### src/sv/gas_pkg.sv
// ----------------------------------------------------------------------------
// gas_pkg: shared types and constants for the grid A* path search
// Field widths, status codes and cost widths used by the interfaces and the search block.
// ----------------------------------------------------------------------------
`default_nettype none

package gas_pkg;

    localparam int CoordW = 3;
    localparam int GW     = 14;
    localparam int FW     = 16;
    localparam int OrdW   = 7;
    localparam int CostW  = 8;
    localparam int DimW   = 4;
    localparam int HeurScale = 10;

    localparam logic [1:0] STATUS_PATH    = 2'd0;
    localparam logic [1:0] STATUS_NO_PATH = 2'd1;
    localparam logic [1:0] STATUS_BAD_END = 2'd2;

    localparam logic       ACTION_LOAD  = 1'b0;
    localparam logic       ACTION_SOLVE = 1'b1;

    localparam logic [1:0] REG_STRAIGHT = 2'd0;
    localparam logic [1:0] REG_DIAGONAL = 2'd1;
    localparam logic [1:0] REG_ROWS     = 2'd2;
    localparam logic [1:0] REG_COLS     = 2'd3;

    typedef struct packed {
        logic                action;
        logic [CoordW-1:0]   pos_row;
        logic [CoordW-1:0]   pos_col;
        logic                blocked;
        logic [CoordW-1:0]   target_row;
        logic [CoordW-1:0]   target_col;
    } gas_in_t;

    typedef struct packed {
        logic [CoordW-1:0]   path_row;
        logic [CoordW-1:0]   path_col;
        logic [1:0]          status;
        logic                last;
    } gas_out_t;

    typedef struct packed {
        logic [1:0]          index;
        logic [CostW-1:0]    data;
    } gas_cfg_t;

endpackage

`default_nettype wire

### src/sv/gas_if.sv
// ----------------------------------------------------------------------------
// gas_if: valid/ready channel interfaces
// Item, result and configuration channels of the path search block.
// ----------------------------------------------------------------------------
`default_nettype none

interface gas_in_if import gas_pkg::*; ();
    logic    valid;
    logic    ready;
    gas_in_t data;
    modport source (output valid, output data, input ready);
    modport sink   (input valid, input data, output ready);
endinterface

interface gas_out_if import gas_pkg::*; ();
    logic     valid;
    logic     ready;
    gas_out_t data;
    modport source (output valid, output data, input ready);
    modport sink   (input valid, input data, output ready);
endinterface

interface gas_cfg_if import gas_pkg::*; ();
    logic     valid;
    logic     ready;
    gas_cfg_t data;
    modport source (output valid, output data, input ready);
    modport sink   (input valid, input data, output ready);
endinterface

`default_nettype wire

### src/sv/gas_ram.sv
// ----------------------------------------------------------------------------
// gas_ram: generic simple dual-port RAM
// One write port and one read port, read data registered.
// ----------------------------------------------------------------------------
`default_nettype none

module gas_ram #(
    parameter int WIDTH = 8,
    parameter int DEPTH = 64
) (
    input  wire logic                     clk,
    input  wire logic                     we,
    input  wire logic [$clog2(DEPTH)-1:0] waddr,
    input  wire logic [WIDTH-1:0]         wdata,
    input  wire logic [$clog2(DEPTH)-1:0] raddr,
    output logic      [WIDTH-1:0]         rdata
);
    logic [WIDTH-1:0] mem [DEPTH];

    always_ff @(posedge clk)
    begin
        if (we)
        begin
            mem[waddr] <= wdata;
        end
        rdata <= mem[raddr];
    end
endmodule

`default_nettype wire

### src/sv/grid_astar_path_search.sv
// ----------------------------------------------------------------------------
// grid_astar_path_search: eight-connected A* search over a small grid
// Loads blocked bits, solves start-to-target paths, emits path cells.
// ----------------------------------------------------------------------------
// A load transfer writes one cell's blocked bit. A solve transfer runs A* with
// one sequencer. Cells are addressed by row and column bit fields, so there
// are 2**(clog2(MAX_ROWS)+clog2(MAX_COLS)) cell slots, 64 for an 8 by 8 grid.
// Every expansion scans all slots through one shared compare unit, with a
// read issue and then a compare on the registered data for each slot. It then
// fetches G of the expanded cell and reads and updates each of the nine
// neighbour positions in turn. The last expansion stops early once the target
// is found as a valid neighbour. The parent walk then follows the parent
// links from the target to the start into the path chain, and each path
// result goes through a chain read, a result load, valid raised and the
// transfer. A status result from the endpoint check is offered on the cycle
// after the check. The input is not ready during a solve. Open and closed
// marks live in flip-flops and are reset when a solve with valid, distinct
// endpoints starts; G, F, insertion order, parent and the path chain live in
// RAMs, of which only entries written in the solve are used. Configuration
// writes are always accepted and should only be made while the block is idle.
// ----------------------------------------------------------------------------
`default_nettype none

module grid_astar_path_search
    import gas_pkg::*;
#(
    parameter int MAX_ROWS = 8,
    parameter int MAX_COLS = 8
) (
    input wire logic  clk,
    input wire logic  rst_n,
    gas_in_if.sink    item_in,
    gas_out_if.source result_out,
    gas_cfg_if.sink   cfg
);
    localparam int CW     = $clog2(MAX_COLS);
    localparam int RW     = $clog2(MAX_ROWS);
    localparam int AW     = RW + CW;
    localparam int NCells = 2 ** AW;

    // sequencer states
    localparam logic [3:0] S_IDLE   = 4'd0;
    localparam logic [3:0] S_CHECK  = 4'd1;
    localparam logic [3:0] S_SCAN   = 4'd2;
    localparam logic [3:0] S_SCANW  = 4'd3;
    localparam logic [3:0] S_EXPAND = 4'd4;
    localparam logic [3:0] S_NREAD  = 4'd5;
    localparam logic [3:0] S_NUPD   = 4'd6;
    localparam logic [3:0] S_WALK   = 4'd7;
    localparam logic [3:0] S_WALKW  = 4'd8;
    localparam logic [3:0] S_EMIT   = 4'd9;
    localparam logic [3:0] S_OUT    = 4'd10;
    localparam logic [3:0] S_GREAD  = 4'd11;
    localparam logic [3:0] S_EMITW  = 4'd12;

    logic [3:0] state_reg, state_next;

    // configuration registers
    logic [CostW-1:0] straight_reg, diagonal_reg;
    logic [DimW-1:0]  rows_reg, cols_reg;

    logic [NCells-1:0] blocked_reg, open_reg, closed_reg;

    logic [CoordW-1:0] sr_reg, sc_reg, tr_reg, tc_reg;
    logic [OrdW-1:0]   order_reg;
    logic [AW:0]       idx_reg;           // scan index, wide enough for NCells
    logic              have_best_reg;
    logic [AW-1:0]     best_reg;
    logic [FW-1:0]     best_f_reg;
    logic [OrdW-1:0]   best_o_reg;
    logic [GW-1:0]     best_g_reg;
    logic [3:0]        nb_reg;            // neighbour index 0..8
    logic [GW-1:0]     ng_reg;
    logic [AW-1:0]     nk_reg;
    logic              nvalid_reg;

    // path chain: written target first, read back from the far end
    logic [AW:0]       clen_reg;
    logic [AW-1:0]     walk_reg;
    gas_out_t          res_reg;
    logic              res_valid_reg;

    // RAM ports
    logic          ram_we;
    logic [AW-1:0] ram_waddr, ram_raddr;
    logic [GW-1:0] g_wdata, g_rdata;
    logic [FW-1:0] f_wdata, f_rdata;
    logic [OrdW-1:0] o_wdata, o_rdata;
    logic [AW-1:0] p_wdata, p_rdata;
    logic          o_we;
    logic          c_we;
    logic [AW-1:0] c_rdata;

    gas_ram #(.WIDTH(GW), .DEPTH(NCells)) u_g_ram (
        .clk(clk), .we(ram_we), .waddr(ram_waddr), .wdata(g_wdata),
        .raddr(ram_raddr), .rdata(g_rdata));
    gas_ram #(.WIDTH(FW), .DEPTH(NCells)) u_f_ram (
        .clk(clk), .we(ram_we), .waddr(ram_waddr), .wdata(f_wdata),
        .raddr(ram_raddr), .rdata(f_rdata));
    gas_ram #(.WIDTH(OrdW), .DEPTH(NCells)) u_o_ram (
        .clk(clk), .we(o_we), .waddr(ram_waddr), .wdata(o_wdata),
        .raddr(ram_raddr), .rdata(o_rdata));
    gas_ram #(.WIDTH(AW), .DEPTH(NCells)) u_p_ram (
        .clk(clk), .we(ram_we), .waddr(ram_waddr), .wdata(p_wdata),
        .raddr(ram_raddr), .rdata(p_rdata));

    // clamped grid size
    logic [DimW-1:0] nr, nc;
    always_comb
    begin
        nr = (rows_reg == '0) ? DimW'(1) :
             (rows_reg > DimW'(MAX_ROWS)) ? DimW'(MAX_ROWS) : rows_reg;
        nc = (cols_reg == '0) ? DimW'(1) :
             (cols_reg > DimW'(MAX_COLS)) ? DimW'(MAX_COLS) : cols_reg;
    end

    // cell address: row bits above column bits
    function automatic logic [AW-1:0] cell_of(input logic [CoordW-1:0] r,
                                              input logic [CoordW-1:0] c);
        return {r[RW-1:0], c[CW-1:0]};
    endfunction

    // Manhattan distance times ten, shared by start and neighbour paths
    function automatic logic [FW-1:0] heur(input logic [CoordW:0] r,
                                           input logic [CoordW:0] c,
                                           input logic [CoordW-1:0] tr,
                                           input logic [CoordW-1:0] tc);
        logic [CoordW:0]   dr, dc;
        logic [CoordW+1:0] s;
        dr = (r > {1'b0, tr}) ? r - {1'b0, tr} : {1'b0, tr} - r;
        dc = (c > {1'b0, tc}) ? c - {1'b0, tc} : {1'b0, tc} - c;
        s  = {1'b0, dr} + {1'b0, dc};
        return FW'(s) * FW'(HeurScale);
    endfunction

    // expanded cell coordinates and current neighbour
    logic [CoordW:0] br, bc, nbr, nbc;
    logic [1:0]      ddr, ddc;
    logic            nb_in;
    logic            nb_diag;
    always_comb
    begin
        br  = (CoordW+1)'(best_reg[AW-1:CW]);
        bc  = (CoordW+1)'(best_reg[CW-1:0]);
        ddr = (nb_reg >= 4'd6) ? 2'd2 : ((nb_reg >= 4'd3) ? 2'd1 : 2'd0);
        ddc = 2'(nb_reg - 4'({ddr, 1'b0}) - 4'(ddr));
        nbr = br + (CoordW+1)'(ddr) - (CoordW+1)'(1);
        nbc = bc + (CoordW+1)'(ddc) - (CoordW+1)'(1);
        nb_diag = (ddr != 2'd1) && (ddc != 2'd1);
        nb_in = (nb_reg != 4'd4)
                && !(br == '0 && ddr == 2'd0) && !(bc == '0 && ddc == 2'd0)
                && (nbr < (CoordW+1)'(nr)) && (nbc < (CoordW+1)'(nc));
    end

    logic [AW-1:0] nb_cell;
    assign nb_cell = cell_of(nbr[CoordW-1:0], nbc[CoordW-1:0]);

    logic [AW-1:0] s_cell, t_cell, scan_cell;
    assign s_cell    = cell_of(sr_reg, sc_reg);
    assign t_cell    = cell_of(tr_reg, tc_reg);
    assign scan_cell = idx_reg[AW-1:0];

    // endpoints inside the grid in use and clear; start equal to target
    logic ends_ok, same_end;
    assign ends_ok  = ({1'b0, sr_reg} < nr) && ({1'b0, sc_reg} < nc)
                      && ({1'b0, tr_reg} < nr) && ({1'b0, tc_reg} < nc)
                      && !blocked_reg[s_cell] && !blocked_reg[t_cell];
    assign same_end = (sr_reg == tr_reg) && (sc_reg == tc_reg);

    // shared compare: F then insertion order
    logic better;
    assign better = !have_best_reg || (f_rdata < best_f_reg)
                    || (f_rdata == best_f_reg && o_rdata < best_o_reg);

    logic [GW-1:0] ng_calc;
    assign ng_calc = best_g_reg + GW'(nb_diag ? diagonal_reg : straight_reg);

    logic in_fire, out_fire;
    assign in_fire  = item_in.valid && item_in.ready;
    assign out_fire = result_out.valid && result_out.ready;
    assign item_in.ready  = (state_reg == S_IDLE);
    assign cfg.ready      = 1'b1;
    assign result_out.valid = res_valid_reg;
    assign result_out.data  = res_reg;

    logic [AW:0] emit_pos;
    assign emit_pos = clen_reg - (AW+1)'(1);

    // path chain store
    assign c_we = (state_reg == S_WALKW);
    gas_ram #(.WIDTH(AW), .DEPTH(NCells)) u_c_ram (
        .clk(clk), .we(c_we), .waddr(clen_reg[AW-1:0]), .wdata(walk_reg),
        .raddr(emit_pos[AW-1:0]), .rdata(c_rdata));

    // RAM control
    always_comb
    begin
        ram_we    = 1'b0;
        o_we      = 1'b0;
        ram_waddr = nk_reg;
        ram_raddr = scan_cell;
        g_wdata   = ng_reg;
        f_wdata   = FW'(ng_reg) + heur({1'b0, CoordW'(nk_reg[AW-1:CW])},
                    {1'b0, CoordW'(nk_reg[CW-1:0])}, tr_reg, tc_reg);
        o_wdata   = order_reg;
        p_wdata   = best_reg;
        unique case (state_reg)
            S_CHECK:
            begin
                ram_waddr = s_cell;
                g_wdata   = '0;
                f_wdata   = heur({1'b0, sr_reg}, {1'b0, sc_reg}, tr_reg, tc_reg);
                p_wdata   = s_cell;
                o_wdata   = '0;
            end
            S_NREAD:  ram_raddr = nb_cell;
            S_EXPAND: ram_raddr = best_reg;
            S_WALK:   ram_raddr = walk_reg;
            default:  ;
        endcase
        if (state_reg == S_CHECK)
        begin
            ram_we = ends_ok && !same_end;
            o_we   = ram_we;
        end
        else if (state_reg == S_NUPD && nvalid_reg)
        begin
            ram_we = !open_reg[nk_reg] || (ng_reg < g_rdata);
            o_we   = !open_reg[nk_reg];
        end
    end

    always_ff @(posedge clk or negedge rst_n)
    begin
        if (!rst_n)
        begin
            state_reg     <= S_IDLE;
            straight_reg  <= CostW'(10);
            diagonal_reg  <= CostW'(14);
            rows_reg      <= DimW'(8);
            cols_reg      <= DimW'(8);
            blocked_reg   <= '0;
            open_reg      <= '0;
            closed_reg    <= '0;
            order_reg     <= '0;
            res_valid_reg <= 1'b0;
            have_best_reg <= 1'b0;
        end
        else
        begin
            state_reg <= state_next;
            if (cfg.valid)
            begin
                unique case (cfg.data.index)
                    REG_STRAIGHT: straight_reg <= cfg.data.data;
                    REG_DIAGONAL: diagonal_reg <= cfg.data.data;
                    REG_ROWS:     rows_reg     <= cfg.data.data[DimW-1:0];
                    REG_COLS:     cols_reg     <= cfg.data.data[DimW-1:0];
                    default: ;
                endcase
            end
            // endpoint results are raised by the check, search results in S_OUT
            if (out_fire)
            begin
                res_valid_reg <= 1'b0;
            end
            else if ((state_reg == S_CHECK && !ram_we) || state_reg == S_OUT)
            begin
                res_valid_reg <= 1'b1;
            end
            unique case (state_reg)
                S_IDLE:
                begin
                    if (in_fire && item_in.data.action == ACTION_LOAD
                        && 32'(item_in.data.pos_row) < MAX_ROWS
                        && 32'(item_in.data.pos_col) < MAX_COLS)
                    begin
                        blocked_reg[cell_of(item_in.data.pos_row, item_in.data.pos_col)]
                            <= item_in.data.blocked;
                    end
                end
                S_CHECK:
                begin
                    if (ram_we)
                    begin
                        open_reg   <= NCells'(1) << s_cell;
                        closed_reg <= '0;
                        order_reg  <= OrdW'(1);
                    end
                    have_best_reg <= 1'b0;
                end
                S_SCANW:
                begin
                    if (open_reg[nk_reg] && better)
                    begin
                        have_best_reg <= 1'b1;
                    end
                end
                S_EXPAND:
                begin
                    open_reg[best_reg]   <= 1'b0;
                    closed_reg[best_reg] <= 1'b1;
                    have_best_reg        <= 1'b0;
                end
                S_NUPD:
                begin
                    if (nvalid_reg && !open_reg[nk_reg])
                    begin
                        open_reg[nk_reg] <= 1'b1;
                        order_reg <= order_reg + OrdW'(1);
                    end
                end
                default: ;
            endcase
        end
    end

    // datapath registers without reset
    always_ff @(posedge clk)
    begin
        unique case (state_reg)
            S_IDLE:
            begin
                sr_reg  <= item_in.data.pos_row;
                sc_reg  <= item_in.data.pos_col;
                tr_reg  <= item_in.data.target_row;
                tc_reg  <= item_in.data.target_col;
                idx_reg <= '0;
            end
            S_CHECK:
            begin
                idx_reg <= '0;
                res_reg.path_row <= (ends_ok && same_end) ? sr_reg : '0;
                res_reg.path_col <= (ends_ok && same_end) ? sc_reg : '0;
                res_reg.last     <= 1'b1;
                res_reg.status   <= (ends_ok && same_end) ? STATUS_PATH : STATUS_BAD_END;
            end
            S_SCAN:
            begin
                // read issued for scan_cell; remember it for the compare
                best_reg <= have_best_reg ? best_reg : scan_cell;
                nk_reg   <= scan_cell;
            end
            S_SCANW:
            begin
                if (open_reg[nk_reg] && better)
                begin
                    best_reg   <= nk_reg;
                    best_f_reg <= f_rdata;
                    best_o_reg <= o_rdata;
                end
                idx_reg <= idx_reg + (AW+1)'(1);
            end
            S_EXPAND:
            begin
                nb_reg <= '0;
                res_reg.path_row <= '0;
                res_reg.path_col <= '0;
                res_reg.status   <= STATUS_NO_PATH;
                res_reg.last     <= 1'b1;
            end
            S_GREAD:
            begin
                best_g_reg <= g_rdata;
            end
            S_NREAD:
            begin
                nk_reg     <= nb_cell;
                ng_reg     <= ng_calc;
                nvalid_reg <= nb_in && !blocked_reg[nb_cell] && !closed_reg[nb_cell];
            end
            S_NUPD:
            begin
                nb_reg <= nb_reg + 4'd1;
                walk_reg <= t_cell;
                clen_reg <= '0;
                idx_reg  <= '0;
            end
            S_WALKW:
            begin
                clen_reg <= clen_reg + (AW+1)'(1);
                walk_reg <= p_rdata;
            end
            S_EMITW:
            begin
                res_reg.path_row <= CoordW'(c_rdata[AW-1:CW]);
                res_reg.path_col <= CoordW'(c_rdata[CW-1:0]);
                res_reg.status   <= STATUS_PATH;
                res_reg.last     <= (emit_pos == '0);
                clen_reg         <= emit_pos;
            end
            default: ;
        endcase
    end

    always_comb
    begin
        state_next = state_reg;
        unique case (state_reg)
            S_IDLE:
                if (in_fire && item_in.data.action == ACTION_SOLVE)
                    state_next = S_CHECK;
            S_CHECK:  state_next = ram_we ? S_SCAN : S_OUT;
            S_SCAN:   state_next = S_SCANW;
            S_SCANW:
                if (idx_reg == (AW+1)'(NCells - 1))
                    state_next = (open_reg[nk_reg] && better) || have_best_reg
                                 ? S_EXPAND : S_OUT;
                else
                    state_next = S_SCAN;
            S_EXPAND: state_next = S_GREAD;
            S_GREAD:  state_next = S_NREAD;
            S_NREAD:  state_next = S_NUPD;
            S_NUPD:
                if (nvalid_reg && nk_reg == t_cell)
                    state_next = S_WALK;
                else if (nb_reg == 4'd8)
                    state_next = S_SCAN;
                else
                    state_next = S_NREAD;
            S_WALK:   state_next = S_WALKW;
            S_WALKW:  state_next = (walk_reg == s_cell) ? S_EMIT : S_WALK;
            S_EMIT:   state_next = S_EMITW;
            S_EMITW:  state_next = S_OUT;
            S_OUT:
                if (!res_valid_reg || out_fire)
                    state_next = S_IDLE;
            default:  state_next = S_IDLE;
        endcase
        // path results: wait for each to drain, then emit the next
        if (state_reg == S_OUT && res_valid_reg && !res_reg.last && out_fire)
            state_next = S_EMIT;
        if (state_reg == S_OUT && res_valid_reg && !out_fire)
            state_next = S_OUT;
        if (state_reg == S_OUT && !res_valid_reg)
            state_next = S_OUT;
        if (state_reg == S_OUT && res_valid_reg && res_reg.last && out_fire)
            state_next = S_IDLE;
    end

endmodule

`default_nettype wire
### src/flat_wrapper.sv
// flat-port wrapper written by rule: the top's interface ports become plain ports
module grid_astar_path_search_flat import gas_pkg::*;
#(
    parameter int MAX_ROWS = 8,
    parameter int MAX_COLS = 8
)
  (clk, rst_n, item_in_valid, item_in_data, item_in_ready, result_out_valid, result_out_data, result_out_ready, cfg_valid, cfg_data, cfg_ready);
  gas_in_if item_in_i ();
  gas_out_if result_out_i ();
  gas_cfg_if cfg_i ();
  input wire logic clk;
  input wire logic rst_n;
  input wire logic [$bits(item_in_i.valid)-1:0] item_in_valid;
  input wire logic [$bits(item_in_i.data)-1:0] item_in_data;
  output wire logic [$bits(item_in_i.ready)-1:0] item_in_ready;
  output wire logic [$bits(result_out_i.valid)-1:0] result_out_valid;
  output wire logic [$bits(result_out_i.data)-1:0] result_out_data;
  input wire logic [$bits(result_out_i.ready)-1:0] result_out_ready;
  input wire logic [$bits(cfg_i.valid)-1:0] cfg_valid;
  input wire logic [$bits(cfg_i.data)-1:0] cfg_data;
  output wire logic [$bits(cfg_i.ready)-1:0] cfg_ready;
  assign item_in_i.valid = item_in_valid;
  assign item_in_i.data = item_in_data;
  assign item_in_ready = item_in_i.ready;
  assign result_out_valid = result_out_i.valid;
  assign result_out_data = result_out_i.data;
  assign result_out_i.ready = result_out_ready;
  assign cfg_i.valid = cfg_valid;
  assign cfg_i.data = cfg_data;
  assign cfg_ready = cfg_i.ready;
  grid_astar_path_search #(.MAX_ROWS(MAX_ROWS), .MAX_COLS(MAX_COLS)) u_core (.clk(clk), .rst_n(rst_n), .item_in(item_in_i), .result_out(result_out_i), .cfg(cfg_i));
endmodule
### config.mk
export PLATFORM = sky130hd
export DESIGN_NAME = grid_astar_path_search_flat
export DESIGN_NICKNAME = d
export VERILOG_FILES = /design/src/sv/gas_pkg.sv /design/src/sv/gas_if.sv /design/src/sv/gas_ram.sv /design/src/sv/grid_astar_path_search.sv /design/src/flat_wrapper.sv
export SDC_FILE = /design/constraint.sdc
export NUM_CORES = 2
export LEC_CHECK = 0
export ABC_CLOCK_PERIOD_IN_PS = 8000
export BUFFER_PORTS_ARGS = -buffer_cell sky130_fd_sc_hd__buf_2
export CAP_MARGIN = 20
export CORE_UTILIZATION = 50
export CTS_CLUSTER_DIAMETER = 150
export DETAILED_ROUTE_END_ITERATION = 12
export HOLD_SLACK_MARGIN = 0.03
export MAX_ROUTING_LAYER = met4
export PLACE_DENSITY = 0.68
export RECOVER_POWER = 25
export SETUP_SLACK_MARGIN = 0.4
export SKIP_LAST_GASP = 1
export SYNTH_ARGS = -nofsm -noshare
export SYNTH_HDL_FRONTEND = slang
export SYNTH_HIERARCHICAL = 1
export SYNTH_SLANG_ARGS = --single-unit
### constraint.sdc
create_clock -name clk -period 8 [get_ports clk]
set_input_delay 1.6 -clock clk [delete_from_list [all_inputs] [get_ports clk]]
set_output_delay 1.6 -clock clk [all_outputs]
set_load 0.1 [all_outputs]
==> insert_results.sql <==
INSERT INTO impl_metrics (metric_group, metric, value, unit) VALUES
('run_status', 'outcome', 'complete, but fails checks', ''),
('run_status', 'failing_checks', 'capacitance limit, slew limit', ''),
('clocking', 'clock_tree.buffer_depth', '4', ''),
('setup_path', 'cp_delay_by_family_top', 'adder cells', ''),
('setup_path', 'ff2ff_setup_slack', '0.83', 'ns'),
('route', 'routed_wire_length_per_instance', '29.1', 'um'),
('timing', 'fin_crit_sh', '89.7', '%'),
('timing', 'fmaxAchievable', '139', 'MHz'),
('clocking', 'clkSinkCount', '3523', ''),
('timing', 'finalCriticalPeriod', '7.17', 'ns'),
('timing', 'setup_viol_count_final', '0', ''),
('setup_path', 'setup.worst_path.end_class', 'flip-flop', ''),
('logic_synthesis', 'synthCells', '7947', ''),
('setup_path', 'timing.critical_path.fanout_max', '64', ''),
('timing', 'final_max_slew_viol_count', '1390', ''),
('logic_synthesis', 'synth-warning-count', '6', ''),
('setup_path', 'crit_type', 'reg -> reg', ''),
('floorplan', 'design.portCount', '41', ''),
('hold_path', 'hold_path.class', 'reg -> reg', ''),
('floorplan', 'core.rowCount', '197', ''),
('clocking', 'cts_made_buffers', '356', ''),
('job', 'timing.max_cap.violations', '23', ''),
('floorplan', 'floorplan.initialDensity', '50.4', '%'),
('setup_path', 'cp_cell_sequence', 'clkinv_1 > ha_1 > inv_1 > fa_1 > inv_1 > fa_1 > a31oi_2 > a21oi_1 > a221o_1 > a221oi_1 > ha_1 > xnor2_1 > ha_1 > ha_1 > fa_1 > ha_1 > inv_1 > o21bai_1 > a21oi_1 > o21bai_1 > a21oi_1 > o21ai_0 > nand2_2 > buf_4', ''),
('cells_and_area', 'layout_commonest_cell', 'edfxtp_1', ''),
('setup_path', 'slowest_stage', 'edfxtp_1', ''),
('route', 'detail_route.drc_violations', '0', ''),
('floorplan', 'die_area', '0.293', 'mm2'),
('cells_and_area', 'synthToLayoutAreaGrowth', '12.0', '%'),
('floorplan', 'core_area', '0.289', 'mm2'),
('setup_path', 'cp_data_required_time', '8.58', 'ns'),
('grt', 'grt_antenna_before_repair', '13', ''),
('logic_synthesis', 'synth.yosys.seq_area_share', '71.6', '%'),
('route', 'drt-total-wl', '362', 'mm'),
('logic_synthesis', 'ys_ff_latch', '3523', ''),
('placement', 'numPortBuffers', '39', ''),
('clocking', 'cts_post_setup_buffers_inserted', '0', ''),
('timing', 'max_slew.worst_pin.slew', '5.86', 'ns'),
('clocking', 'cts-root-buf', 'clkbuf_16', ''),
('setup_path', 'crit_arrival', '7.76', 'ns'),
('placement', 'dp_hpwl', '223', 'mm'),
('floorplan', 'die-height', '541', 'um'),
('cells_and_area', 'number_of_flip_flops_in_the_largest_register', '1024', ''),
('cells_and_area', 'largest_register', 'u_core/u_f_ram/mem', ''),
('cells_and_area', 'biggestRegsByFlops', 'u_core/u_f_ram/mem x1024, u_core/u_g_ram/mem x896, u_core/u_o_ram/mem x448', ''),
('cells_and_area', 'mostFrequentLayoutCells', 'edfxtp_1 (3245), mux4_2 (775), nor2_1 (560)', ''),
('grt', 'grt_first_pass_wirelength', '531', 'mm'),
('setup_path', 'crit_path_max_incr_delay', '0.50', 'ns'),
('grt', 'gr_peak_layer', 'met2', ''),
('route', 'post_drt_via_cell_ratio', '6.32', ''),
('clocking', 'worstSkewPairLatency', '0.92', 'ns'),
('logic_synthesis', 'asyncSetResetFlopFracSynth', '6.50', '%'),
('grt', 'grt_usage', '25.3', '%'),
('setup_path', 'critical-path-top-cell-by-count', 'ha_1', ''),
('logic_synthesis', 'synth-edff-count', '3245', ''),
('setup_path', 'critical_path.n_buffers_inverters', '5', ''),
('floorplan', 'chipWidth', '541', 'um'),
('cells_and_area', 'design.final.nets', '8473', ''),
('cells_and_area', 'layout.core_utilization', '56.4', '%'),
('clocking', 'post_cts_hold_buffer_count', '0', ''),
('logic_synthesis', 'synth.distinct_cells', '88', ''),
('timing', 'max_slew_margin', '-291', '%'),
('logic_synthesis', 'synth_area', '0.145', 'mm2'),
('timing', 'finalClockSkew', '0.0737', 'ns'),
('logic_synthesis', 'synth.avg_cell_area', '18.3', 'um2'),
('route', 'drt-initial-drc-count', '9959', ''),
('grt', 'grt_pass1_vias', '78500', ''),
('timing', 'grt_setup_unrepaired', 'false', ''),
('grt', 'grt.overflow.total', '0', ''),
('timing', 'setup-tns-final', '0', 'ns'),
('route', 'detailroute.via_count', '78700', '');
[metal layers]
metal	vias up	routed length, um
met4	0	11800
met3	726	33500
met1	41100	141000
li1	32800	-
met2	4026	176000
met5	-	0
[path summary, 6_finish.rpt]
kind,cells after the start,endpoint,from
max,24,u_core/u_f_ram/mem[18][13],u_core/nk_reg[3]
min in group asynchronous,1,u_core/state_reg[2],rst_n
min reg2reg,0,u_core/best_o_reg[1],u_core/u_o_ram/rdata[1]
max reg2reg,24,u_core/u_f_ram/mem[18][13],u_core/nk_reg[3]
max in group asynchronous,1,u_core/open_reg[52],rst_n
min,0,u_core/best_o_reg[1],u_core/u_o_ram/rdata[1]
[cell usage after synthesis, drive strengths merged, types with 24 or more instances]
cell	instances	area, um2
o221ai	103	1240
a22oi	115	873
nand4	33	206
nor2b	88	551
edfxtp	3245	97400
o22ai	62	388
a21oi	247	1240
mux4	791	17900
clkbuf	205	776
inv	112	425
nand2b	50	313
dfxtp	49	981
nor3	104	521
mux2i	164	1640
o21ai	138	691
a311oi	24	210
nor2	571	2160
dfrtp	222	5560
nand3b	30	225
buf	250	1860
ha	126	1580
a211oi	63	473
a221oi	34	298
nand2	345	1300
xnor2	33	289
and2	28	175
mux2	182	2050
nand3	165	826
[kinds of logic (layout without fill, tap and decap cells)]
family	Yosys count	count (layout)	share of synthesized area, %
xor+xnor	56	56	0.337
other cells	2	69	0.00516
simple gates	1523	1523	4.87
fa+ha+maj	146	146	1.36
compound gates	983	983	4.85
buf+inv	577	1143	2.13
mux	1137	1137	14.8
flops	3523	3523	71.6
[through the flow]
| stage | hold WS, ns | setup WS [ns] | area (um2) | cells |
|---|---|---|---|---|
| after global routing | 0.412 | 0.424 | 163000 | 12500 |
| final | 0.408 | 0.827 | 163000 | 12500 |
| after detailed placement | 0.418 | 0.756 | 151000 | 11800 |
| after CTS | 0.408 | 0.655 | 163000 | 12400 |
| after floorplan | 0.400 | 0.458 | 146000 | 8010 |
| after global placement | 0.411 | 0.882 | 151000 | 11800 |
[final cells by class]
cell class / instances / area, um2
Fill cell: 21300 / 126000
Sequential cell: 3523 / 104000
Multi-Input combinational cell: 3910 / 38900
Clock buffer: 463 / 9520
Tap cell: 3880 / 4850
Timing Repair Buffer: 385 / 3070
Clock inverter: 173 / 1930
Inverter: 122 / 469
Antenna cell: 4 / 10.0
[timing repair]
| action | CTS | global route |
|---|---|---|
| endpoints found under the hold margin | 0 | 0 |
| gates resized for setup | 0 | 2 |
| setup endpoints to repair | 0 | 276 |
Power is left out: the tool's default activity adds up to more than one toggle a clock period on the data nets, which glitch-free logic cannot reach.
